**config.mk**
```make
export PLATFORM = sky130hd
export DESIGN_NAME = fcr_mul
export DESIGN_NICKNAME = d
export VERILOG_FILES = /design/src/rtl/fcr_pkg.sv /design/src/rtl/fcr_mul.sv
export SDC_FILE = /design/constraint.sdc
export NUM_CORES = 1
export LEC_CHECK = 0
export BUFFER_PORTS_ARGS = -buffer_cell sky130_fd_sc_hd__buf_2
export CAP_MARGIN = 20
export CORE_AREA = 8 8 143 172
export CTS_BUF_LIST = sky130_fd_sc_hd__clkbuf_4
export CTS_CLUSTER_DIAMETER = 100
export DETAILED_ROUTE_END_ITERATION = 10
export DIE_AREA = 0 0 151 180
export MAX_ROUTING_LAYER = met4
export PLACE_DENSITY = 0.72
export SYNTH_ARGS = -nofsm -noshare
export SYNTH_HDL_FRONTEND = slang
export SYNTH_SLANG_ARGS = --single-unit
```
**constraint.sdc**
```tcl
create_clock -name clock -period 16 [get_ports clock]
set_input_delay 3.2 -clock clock [delete_from_list [all_inputs] [get_ports clock]]
set_output_delay 3.2 -clock clock [all_outputs]
set_load 0.01 [all_outputs]
```
**src/rtl/fcr_pkg.sv**
```systemverilog
`timescale 1ns / 1ps
// ----------------------------------------------------------------------------
// fcr_pkg: shared types, constants and helpers of the comb reverb
// Widths of samples and gains, register indexes, gain clipping and
// saturation to 16 bits.
// ----------------------------------------------------------------------------
package fcr_pkg;

   localparam int MAX_DELAY_DEF = 4096;

   localparam int SAMPLE_W = 16;
   localparam int GAIN_W   = 17;
   localparam int LEN_W    = 13;
   localparam int IDX_W    = 3;
   localparam int DATA_W   = 18;
   localparam int FRAC_W   = 16;
   localparam int PROD_W   = 19;
   localparam int MUL_W    = GAIN_W + 1 + DATA_W;
   localparam int SUM_W    = PROD_W + 1;

   localparam logic [GAIN_W-1:0] Q_ONE = GAIN_W'(65536);

   localparam logic [IDX_W-1:0] CSR_DELAY_LENGTH  = IDX_W'(0);
   localparam logic [IDX_W-1:0] CSR_WET_GAIN      = IDX_W'(1);
   localparam logic [IDX_W-1:0] CSR_MIX_GAIN      = IDX_W'(2);
   localparam logic [IDX_W-1:0] CSR_DECAY_GAIN    = IDX_W'(3);
   localparam logic [IDX_W-1:0] CSR_FEEDBACK_GAIN = IDX_W'(4);

   typedef struct packed {
      logic              en;
      logic [GAIN_W-1:0] gain;
      logic [DATA_W-1:0] data;
   } mul_op_type;

   function automatic logic [GAIN_W-1:0] clip_gain(input logic [GAIN_W-1:0] g);
      return (g > Q_ONE) ? Q_ONE : g;
   endfunction

   function automatic logic signed [SAMPLE_W-1:0] sat16(input logic signed [SUM_W-1:0] v);
      logic signed [SUM_W-1:0] hi;
      logic signed [SUM_W-1:0] lo;
      hi = SUM_W'(32767);
      lo = -SUM_W'(32768);
      if (v > hi) begin
         return SAMPLE_W'(32767);
      end else if (v < lo) begin
         return SAMPLE_W'(-32768);
      end
      return SAMPLE_W'(v);
   endfunction

endpackage

```
**src/rtl/fcr_mul.sv**
```systemverilog
`timescale 1ns / 1ps
// ----------------------------------------------------------------------------
// fcr_mul: shared gain multiplier
// Q16 gain times signed data, arithmetic shift right by 16, registered.
// ----------------------------------------------------------------------------
module fcr_mul (
   input  logic                                clock,
   input  fcr_pkg::mul_op_type                 op,
   output logic signed [fcr_pkg::PROD_W-1:0]   q
);

   logic signed [fcr_pkg::MUL_W-1:0]  prod;
   logic signed [fcr_pkg::PROD_W-1:0] q_ff;

   assign prod = $signed({1'b0, op.gain}) * $signed(op.data);
   assign q    = q_ff;

   // hold the product while idle
   always_ff @(posedge clock) begin
      if (op.en) begin
         q_ff <= fcr_pkg::PROD_W'(prod >>> fcr_pkg::FRAC_W);
      end
   end

endmodule
```
* Word level (Yosys, flattened, before mapping)
Cells that the tools add are included.
** Operators by class
- Multipliers :: 1
** Operators by type and width (count)
- 18-bit by 18-bit multiplier with 35-bit output :: 1
** Word-level totals
- Register bits after elaboration :: 19
- Input port bits :: 37
- Output and inout port bits :: 19
- Word-level logic and storage cells :: 2

* Longest topological paths before layout
Gate-level depths: netlist of the first run.
- Word-level depth :: 1
- Depth in mapped cells :: 23

* Worst setup path after synthesis of the first run
No wires, ideal clock.
- Path kind :: input to register
- Start :: input op[11] (netlist bit)
- End :: register q_ff, in the netlist q[17], data pin
- Library setup time :: 261 ps
- Arrival :: 8379 ps
- Data required time :: 15739 ps
- Setup slack :: 7360 ps
- Cell stages on the path :: 22
- Path buffers :: 3
- Cells stage by stage :: clkbuf_1 clkbuf_1 nand2_1 fa_1 inv_1 fa_1 inv_1 fa_1 inv_1 fa_1 fa_1 inv_1 fa_1 inv_1 ha_1 buf_2 nand2_1 a2111oi_4 o31ai_2 a31oi_2 nor4b_2 a221o_1
** On the way
- Word-level cells in the longest chain between the ends :: 1
** Ends and longest elaborated chain
- start: declaration :: line fcr_mul.sv:8 : input fcr_pkg::mul_op_type op,
- 18-bit by 18-bit multiplier with 35-bit output :: line fcr_mul.sv:15 : assign prod = $signed({1'b0, op.gain}) * $signed(op.data);
- named net prod, one bit :: line fcr_mul.sv:12 : logic signed [fcr_pkg::MUL_W-1:0] prod;
- end signal: assignment :: line fcr_mul.sv:21 : q_ff <= fcr_pkg::PROD_W'(prod >>> fcr_pkg::FRAC_W);
- end: declaration :: line fcr_mul.sv:13 : logic signed [fcr_pkg::PROD_W-1:0] q_ff;
The timed path passes the listed nets, and every way through them passes these cells.
A chain may end at the register's enable or synchronous reset.

* Worst setup path in the final report of the first run
- Start :: input op[25] (netlist bit)
- End :: register q_ff, in the netlist q[11], data pin
The elaborated chain is that of the path after synthesis.

==> metrics.txt, run 1 <==
Critical Path RT 16040 ps; H-tree levels 1; Hold Crit Class input port to flop; hold-fix buffers at CTS 0; Final Max Tran Viols 0; clock tree buffer depth 2; Area Growth Syn to Fin 4.769%; first-pass GRT wire length roughly 41000 um; CP Launch Point op[25]; DP Area 11220 um^2; Max-Cap Viols 0; via/cell ratio 5.296; root buf cell clkbuf_4; most common cell in the synthesized netlist inv_1; Worst-path clk slew ~100 ps; die area around 27000 um^2; Synth Cell Area between 10000 and 15000 um^2; CTS tree built; Primary FF master, synth edfxtp_1; Syn Nets roughly 1600; initial drt markers around 340; Core Region about 22000 um^2; post-synthesis sequential area ratio 5.317%; final hold violations 0; fmax 114.7 MHz; top cells by area, synth fa_1, ha_1, inv_1, and2_1, edfxtp_1; Synth top cells by count inv_1, fa_1, and2_1; Mapped Cells 1174; DRC violations left 0; Avg Inst Size Synth 9.141 um^2; Die W 151 um; pre-CTS worst setup slack between 6000 and 7000 ps; GRT Total Usage 19.40%; share of cells above drive strength 1 a little under 6%; clk sinks 19; Vias 7812; pin count of the biggest net entering global routing 20; row count 60; post-synthesis register bit count 19; remaining antenna violation count after routing 0; final setup margin 7279 ps; Congestion Overflow GR 0; crit path cell chain buf_2 > nand2_1 > fa_1 > inv_1 > fa_1 > inv_1 > fa_1 > inv_1 > fa_1 > fa_1 > inv_1 > fa_1 > inv_1 > ha_1 > a21o_1 > nor3b_1 > a21oi_2 > nor3_2 > o21bai_1 > xor2_1; final WL 24980 um; antenna diode count 0; final std cells w/o fill about 1500; Tmin final just under 9000 ps; total CTS buffers 3; Die Height ~180 um; HPWL after DPL 20520 um; Setup Viol. Count Final 0; Worst slew margin 65.92%; Critical Path AT roughly 9000 ps; dpl cells 1471; ys async rst share 0%; Worst-Margin Slew between 500 and 600 ps; post-synth top area cell fa_1; kind of critical path input port to flop; CP max stage cell fa_1; initial antenna violation count 0; Ys Warns 0; Synth top area share around 45%; Initial Util between 40% and 50%; final setup TNS 0 ps; Final Cycle Share roughly 55%; Largest register FFs 19; Post-CTS Resized 0; CP Launch Type input port; Hold Crit Depth 1; number of global-route vias before repair around 8600; RSZ-0062 raised after global routing no; Final Wtd Congestion between 0.8 and 0.9; port bufs 55; crit-path most repeated cell fa_1; nets about 1600; I/O pin count between 50 and 60; final instance area 11240 um^2; WL per Instance 16.93 um; crit path max fanout 18; CP Capture Type flop; postcts setup bufs 0; Post-synth EDFFs 19; status finished, final reports clean; Max stage delay on crit path roughly 550 ps; HP Start op[35]; Netlist cell types 50; drt pass-1 iters 4
==> kinds of logic after synthesis <==
kind of cell               synth area share [%]
DFF                                       5.317
adders and majority gates                 58.69
xor gates and xnor gates                  1.714
buffers and inverters                     11.62
and+or+nand+nor                           17.43
AOI/OAI and AO/OA                         5.223
==> final cells by class <==
type,count,area [um^2]
multi-input cells,823,8914
inverters,295,1107
repair buffers,55,275.3
fillers,2081,10680
clock buffers,3,22.52
flip-flops and latches,19,570.5
clock inverters,1,5.005
well taps,279,349.1
==> per-layer routing <==
layer	vias to the layer above	GRT usage, %	part of all wire [%]
li1	3529	-	-
met1	4033	22.10	38
met2	195	35.04	55
met3	55	1.256	3.5
met4	0	6.664	3.6
met5	-	-	0
==> cell usage in the layout, fill, tap and decap left out, types with 12 or more instances in the layout <==
master and count:
a21oi_1 21, nor2_1 19, xnor2_1 12, ha_1 121, fa_1 239, nand2_1 147, edfxtp_1 19, and2_1 156
a21o_1 16, inv_1 295, buf_2 55
==> worst paths after layout <==
| check | slack, ps | end |
|---|---|---|
| max | 7280 | q[11] |
| min | 3360 | q[14] |
==> worst max-delay path, delay by kind of cell <==
| family | cells | cell delay (ps) |
|---|---|---|
| AND/OR/NAND/NOR | 3 | 880 |
| AO/OA/AOI/OAI | 3 | 530 |
| XOR/XNOR | 1 | 160 |
| buffers and inverters | 6 | 570 |
| adder cells (fa/ha/maj) | 7 | 3390 |
==> metrics by stage <==
stage / util, % / hold WS, ps
2_1_floorplan: - / 3313
3_3_place_gp: 51.16 / 3615
3_5_place_dp: 51.16 / 3618
4_1_cts: 51.29 / 3362
5_1_grt: 51.29 / 3361
6_report: 51.29 / 3364
Power of run 1 is left out: the tool's default activity adds up to more than one toggle a clock period on the data nets, which glitch-free logic cannot reach.
==> run 2, diff against run 1 <==
--- a/config.mk
+++ b/config.mk
@@ -13,7 +13,7 @@
 export DETAILED_ROUTE_END_ITERATION = 10
 export DIE_AREA = 0 0 151 180
 export MAX_ROUTING_LAYER = met4
-export PLACE_DENSITY = 0.72
+export PLACE_DENSITY = 0.74
 export SYNTH_ARGS = -nofsm -noshare
 export SYNTH_HDL_FRONTEND = slang
 export SYNTH_SLANG_ARGS = --single-unit
==> constraint.sdc (replaced) <==
create_clock -name clock -period 7 [get_ports clock]
set_input_delay 1.4 -clock clock [delete_from_list [all_inputs] [get_ports clock]]
set_output_delay 1.4 -clock clock [all_outputs]
set_load 0.01 [all_outputs]
==> run 2 against run 1 <==
Compared with the run above:
- worst hold slack got worse by 1800 ps
- die area did not move
- final cell count grew 3.7%
- via count is 1.9% higher
- first-iteration DRC count down 13%
- clock-buffer cell count did not move
- highest routed layer unchanged
- global-route usage rose by 0.48 points
- flip-flop and latch count did not move
- critical path depth is 1 lower
- routed wire length grew 0.90%
- worst setup slack got worse by 7000 ps
- non-clock buffer count up 55
==> metrics.txt, run 2 (synthesis results as in run 1) <==
remaining antenna violation count after routing 0 (unchanged); RSZ-0062 raised after global routing no; Final Max Tran Viols 0 (unchanged); DRC violations left 0 (unchanged); HP Start op[35]; Worst-Margin Slew 431.2 ps (-79.42 ps); Congestion Overflow GR 0 (unchanged); CP Capture Type flop; pin count of the biggest net entering global routing 20 (unchanged); postcts setup bufs 0 (unchanged); kind of critical path input port to flop; CP max stage cell fa_1; I/O pin count 56 (unchanged); commonest non-fill, non-tap cell in the layout inv_1; Area Growth Syn to Fin 8.756%; Vias 7957 (+1.9%); Worst-path clk slew 120 ps (+20 ps); multi-input logic area 8914 um^2 (unchanged); crit path max fanout 16 (-2); clk sinks 19 (unchanged); via/cell ratio 5.201 (-1.8%); crit-path most repeated cell fa_1; initial antenna violation count 0 (unchanged); Initial Util 48.96% (unchanged); Final Wtd Congestion 0.9243 (+4.5%); Sequential Area 570.5 um^2 (unchanged); Max stage delay on crit path 600 ps (+50 ps); final WL 25200 um (+0.90%); hold-fix buffers at CTS 0 (unchanged); port bufs 55 (unchanged); Core Region 21920 um^2 (unchanged); GRT Total Usage 19.88% (+0.48 points); WHS 1545 ps (-1819 ps); most frequent cells in the layout inv_1, fa_1, and2_1; Max-Cap Viols 0 (unchanged); Critical Path RT 7070 ps (-8970 ps); first-pass GRT wire length 42060 um (+2.4%); drt pass-1 iters 6 (+2); clock tree buffer depth 2 (unchanged); nets 1649 (+3.5%); root buf cell clkbuf_4; fmax roughly 150 MHz; total CTS buffers 3 (unchanged); FILL cells 2007 (-3.6%); CP Launch Type input port; row count 60 (unchanged); Final Util 53.24% (+2.0 points); number of global-route vias before repair 8935 (+4.2%); Critical Path AT 6810 ps (-1950 ps); crit path cell chain buf_2 > nand2_1 > fa_1 > inv_1 > fa_1 > fa_1 > fa_1 > fa_1 > inv_1 > fa_1 > inv_1 > ha_1 > o21ai_0 > nor2_1 > o41ai_2 > o21ai_1 > nor3_2 > o21ai_1 > xor2_1; Hold Crit Class input port to flop; DP Area 11640 um^2 (+3.8%); pre-CTS worst setup slack -49.81 ps (-7014 ps); Hold Crit Depth 1 (unchanged); final hold violations 0 (unchanged); status finished, final reports clean; Die W 151 um (unchanged); initial drt markers 295 (-13%); antenna diode count 0 (unchanged); Die Height 180 um (unchanged); Worst slew margin 71.01% (+5.1 points); final setup margin 260.9 ps (-7018 ps); CTS tree built; Tmin final 6739 ps; Hold Path Sink q[16]; WL per Instance 16.47 um (-2.7%); final instance area 11670 um^2 (+3.8%); share of cells above drive strength 1 9.992% (+4.1 points); Post-CTS Resized 0 (unchanged); die area 27180 um^2 (unchanged); Final Cycle Share 96.27%; Largest register FFs 19 (unchanged); H-tree levels 1 (unchanged); Setup Viol. Count Final 0 (unchanged); HPWL after DPL 22300 um (+8.7%)
run 2: final cells by class:
cell class / instances / area share (%)
multi-input cells: 823 / 76.37
inverters: 295 / 9.488
repair buffers: 110 / 6.003
flip-flops and latches: 19 / 4.889
well taps: 279 / 2.991
clock buffers: 3 / 0.1930
clock inverters: 1 / 0.06432
run 2: worst max path at each step:
stage,from,end,slack [ps],depth (start not counted)
2_1_floorplan,op[11],q[17],160,22
3_3_place_gp,op[29],q[16],70,18
3_5_place_dp,op[28],q[14],-50,19
4_1_cts,op[28],q[14],280,19
5_1_grt,op[28],q[14],10,19
6_report,op[28],q[14],260,19
run 2: stage by stage:
stage | TNS [ps] | cells
after floorplan | 0 | 1174
final | 0 | 1530
after detailed placement | -179.8 | 1526
after CTS | 0 | 1530
after global routing | 0 | 1530
after global placement | 0 | 1526
run 2: critical path, delay by kind of cell:
kind,cells,cell delay (ps)
simple gates,3,590
buf+inv,4,440
xor+xnor,1,150
compound gates,4,790
fa+ha+maj,7,3420
run 2: metal layers:
layer	routed length (um)	vias to the layer above	track usage (%)
met3	853	67	1.181
met1	9287	4076	21.63
met4	1103	0	7.378
li1	-	3631	-
met5	0	-	-
met2	13960	183	36.87
Power of run 2 is left out for the same reason.
==> run 3, diff against run 2 <==
--- a/config.mk
+++ b/config.mk
@@ -7,13 +7,12 @@
 export LEC_CHECK = 0
 export BUFFER_PORTS_ARGS = -buffer_cell sky130_fd_sc_hd__buf_2
 export CAP_MARGIN = 20
-export CORE_AREA = 8 8 143 172
+export CORE_AREA = 2 2 127 153
 export CTS_BUF_LIST = sky130_fd_sc_hd__clkbuf_4
 export CTS_CLUSTER_DIAMETER = 100
 export DETAILED_ROUTE_END_ITERATION = 10
-export DIE_AREA = 0 0 151 180
-export MAX_ROUTING_LAYER = met4
-export PLACE_DENSITY = 0.74
+export DIE_AREA = 0 0 129 155
+export PLACE_DENSITY = 0.84
 export SYNTH_ARGS = -nofsm -noshare
 export SYNTH_HDL_FRONTEND = slang
 export SYNTH_SLANG_ARGS = --single-unit
==> run 3 against run 2 <==
Compared with the run above:
- first-iteration DRC count increased by 78%
- design area down 0.95%
- die area down 26%
- final cell count is 2.1% lower
- largest cell class unchanged
- highest routed layer unchanged
==> metrics.txt, run 3 (synthesis results as in run 1) <==
CP Launch Type input port; DRC violations left 0 (unchanged); fmax 147.1 MHz (-0.83%); CTS tree built; Tmin final 6796 ps (+56.69 ps); die area 20000 um^2 (-26%); initial antenna violation count 0 (unchanged); share of cells above drive strength 1 9.267% (-0.73 points); I/O pin count 56 (unchanged); Core Region 18650 um^2 (-15%); final std cells w/o fill 1498 (-2.1%); first-pass GRT wire length 41970 um (-0.21%); number of global-route vias before repair 8957 (+0.25%); Critical Path RT 7050 ps (-20 ps); Final Max Tran Viols 0 (unchanged); remaining antenna violation count after routing 0 (unchanged); Largest register FFs 19 (unchanged); FILL cells 1527 (-24%); drt pass-1 iters 5 (-1); CP max stage cell fa_1; final WL 25430 um (+0.92%); crit-path leading delay family adder cells; WHS 1566 ps (+20.44 ps); via/cell ratio 5.514 (+6.0%); Final Util 61.99% (+8.7 points); status finished, final reports clean; total CTS buffers 3 (unchanged); GRT Total Usage 26.84% (+7.0 points); Worst slew margin 70.73% (-0.28 points); pin count of the biggest net entering global routing 20 (unchanged); Worst-Margin Slew 438.1 ps (+6.899 ps); pre-CTS worst setup slack -60.14 ps (-10.33 ps); final hold violations 0 (unchanged); Setup Viol. Count Final 0 (unchanged); crit-path most repeated cell fa_1; port bufs 55 (unchanged); Area Growth Syn to Fin 7.718%; Initial Util 57.54% (+8.6 points); row count 55 (-8.3%); Final Wtd Congestion 0.9364 (+1.3%); Final Cycle Share 97.08% (+0.81 points); Critical Path AT 6850 ps (+40 ps); kind of critical path input port to flop; Worst Path Buf+Inv 6 (+2); clock tree buffer depth 2 (unchanged); dpl cells 1493 (-2.2%); Max stage delay on crit path 540 ps (-60 ps); clk sinks 19 (unchanged); Die Height 155 um (-14%); postcts setup bufs 0 (unchanged); nets 1639 (-0.61%); crit path max fanout 13 (-3); Congestion Overflow GR 0 (unchanged); final setup margin 204.2 ps (-56.69 ps); RSZ-0062 raised after global routing no; HPWL after DPL 21600 um (-3.1%); Die W 129 um (-15%); root buf cell clkbuf_4; H-tree levels 1 (unchanged); CP Capture Type flop; Hold Crit Class input port to flop; most frequent cells in the layout inv_1, fa_1, and2_1; WL per Instance 16.98 um (+3.1%); Vias 8260 (+3.8%); Max-Cap Viols 0 (unchanged); Worst-path clk slew 100 ps (-20 ps); commonest non-fill, non-tap cell in the layout inv_1; crit path cell chain buf_2 > nand2_1 > fa_1 > inv_1 > fa_1 > inv_1 > fa_1 > inv_1 > fa_1 > fa_1 > inv_1 > fa_1 > inv_1 > ha_1 > nand2_1 > a2111oi_4 > o31ai_2 > a31oi_2 > nor4b_2 > a221o_1; initial drt markers 526 (+78%)
## run 3: cell types whose count changed in the layout (fill, tap and decap cells not counted), sizes merged
cell,delta
buf,-11
clkbuf,+2
clkinvlp,-1
diode,+1
## run 3: worst paths after layout
kind / to / start / depth (start not counted) / slack, ps
worst max-delay path: q[17] / op[10] / 20 / 200
worst min-delay path: q[15] / op[35] / 1 / 1570
## run 3: layout make-up
cell class	count	area [um^2]	share of cell area (%)
repair buffers	100	615.6	5.325
flip-flops and latches	19	570.5	4.936
clock buffers	4	30.03	0.2598
diodes	1	2.502	0.02165
multi-input cells	823	8914	77.11
inverters	295	1107	9.579
well taps	256	320.3	2.771
## run 3: layer usage
| layer | vias up | part of all wire, % | track usage [%] |
|---|---|---|---|
| met4 | 0 | 6.6 | 15.32 |
| met2 | 396 | 53 | 47.90 |
| met3 | 107 | 6.9 | 3.336 |
| met5 | - | 0 | 0 |
| met1 | 4140 | 34 | 30.88 |
| li1 | 3617 | - | - |
## run 3: stage by stage
stage / instance area, um^2 / TNS, ps
floorplan: 10730 / 0
global placement: 11520 / 0
detailed placement: 11520 / -75.47
CTS: 11550 / 0
global route: 11560 / 0
finish: 11560 / 0
## run 3: what timing repair did
action | in CTS | in global routing
hold buffers | 0 | 0
setup endpoints to repair | 0 | 1
gates resized for setup | 0 | 1
Power of run 3 is left out for the same reason.
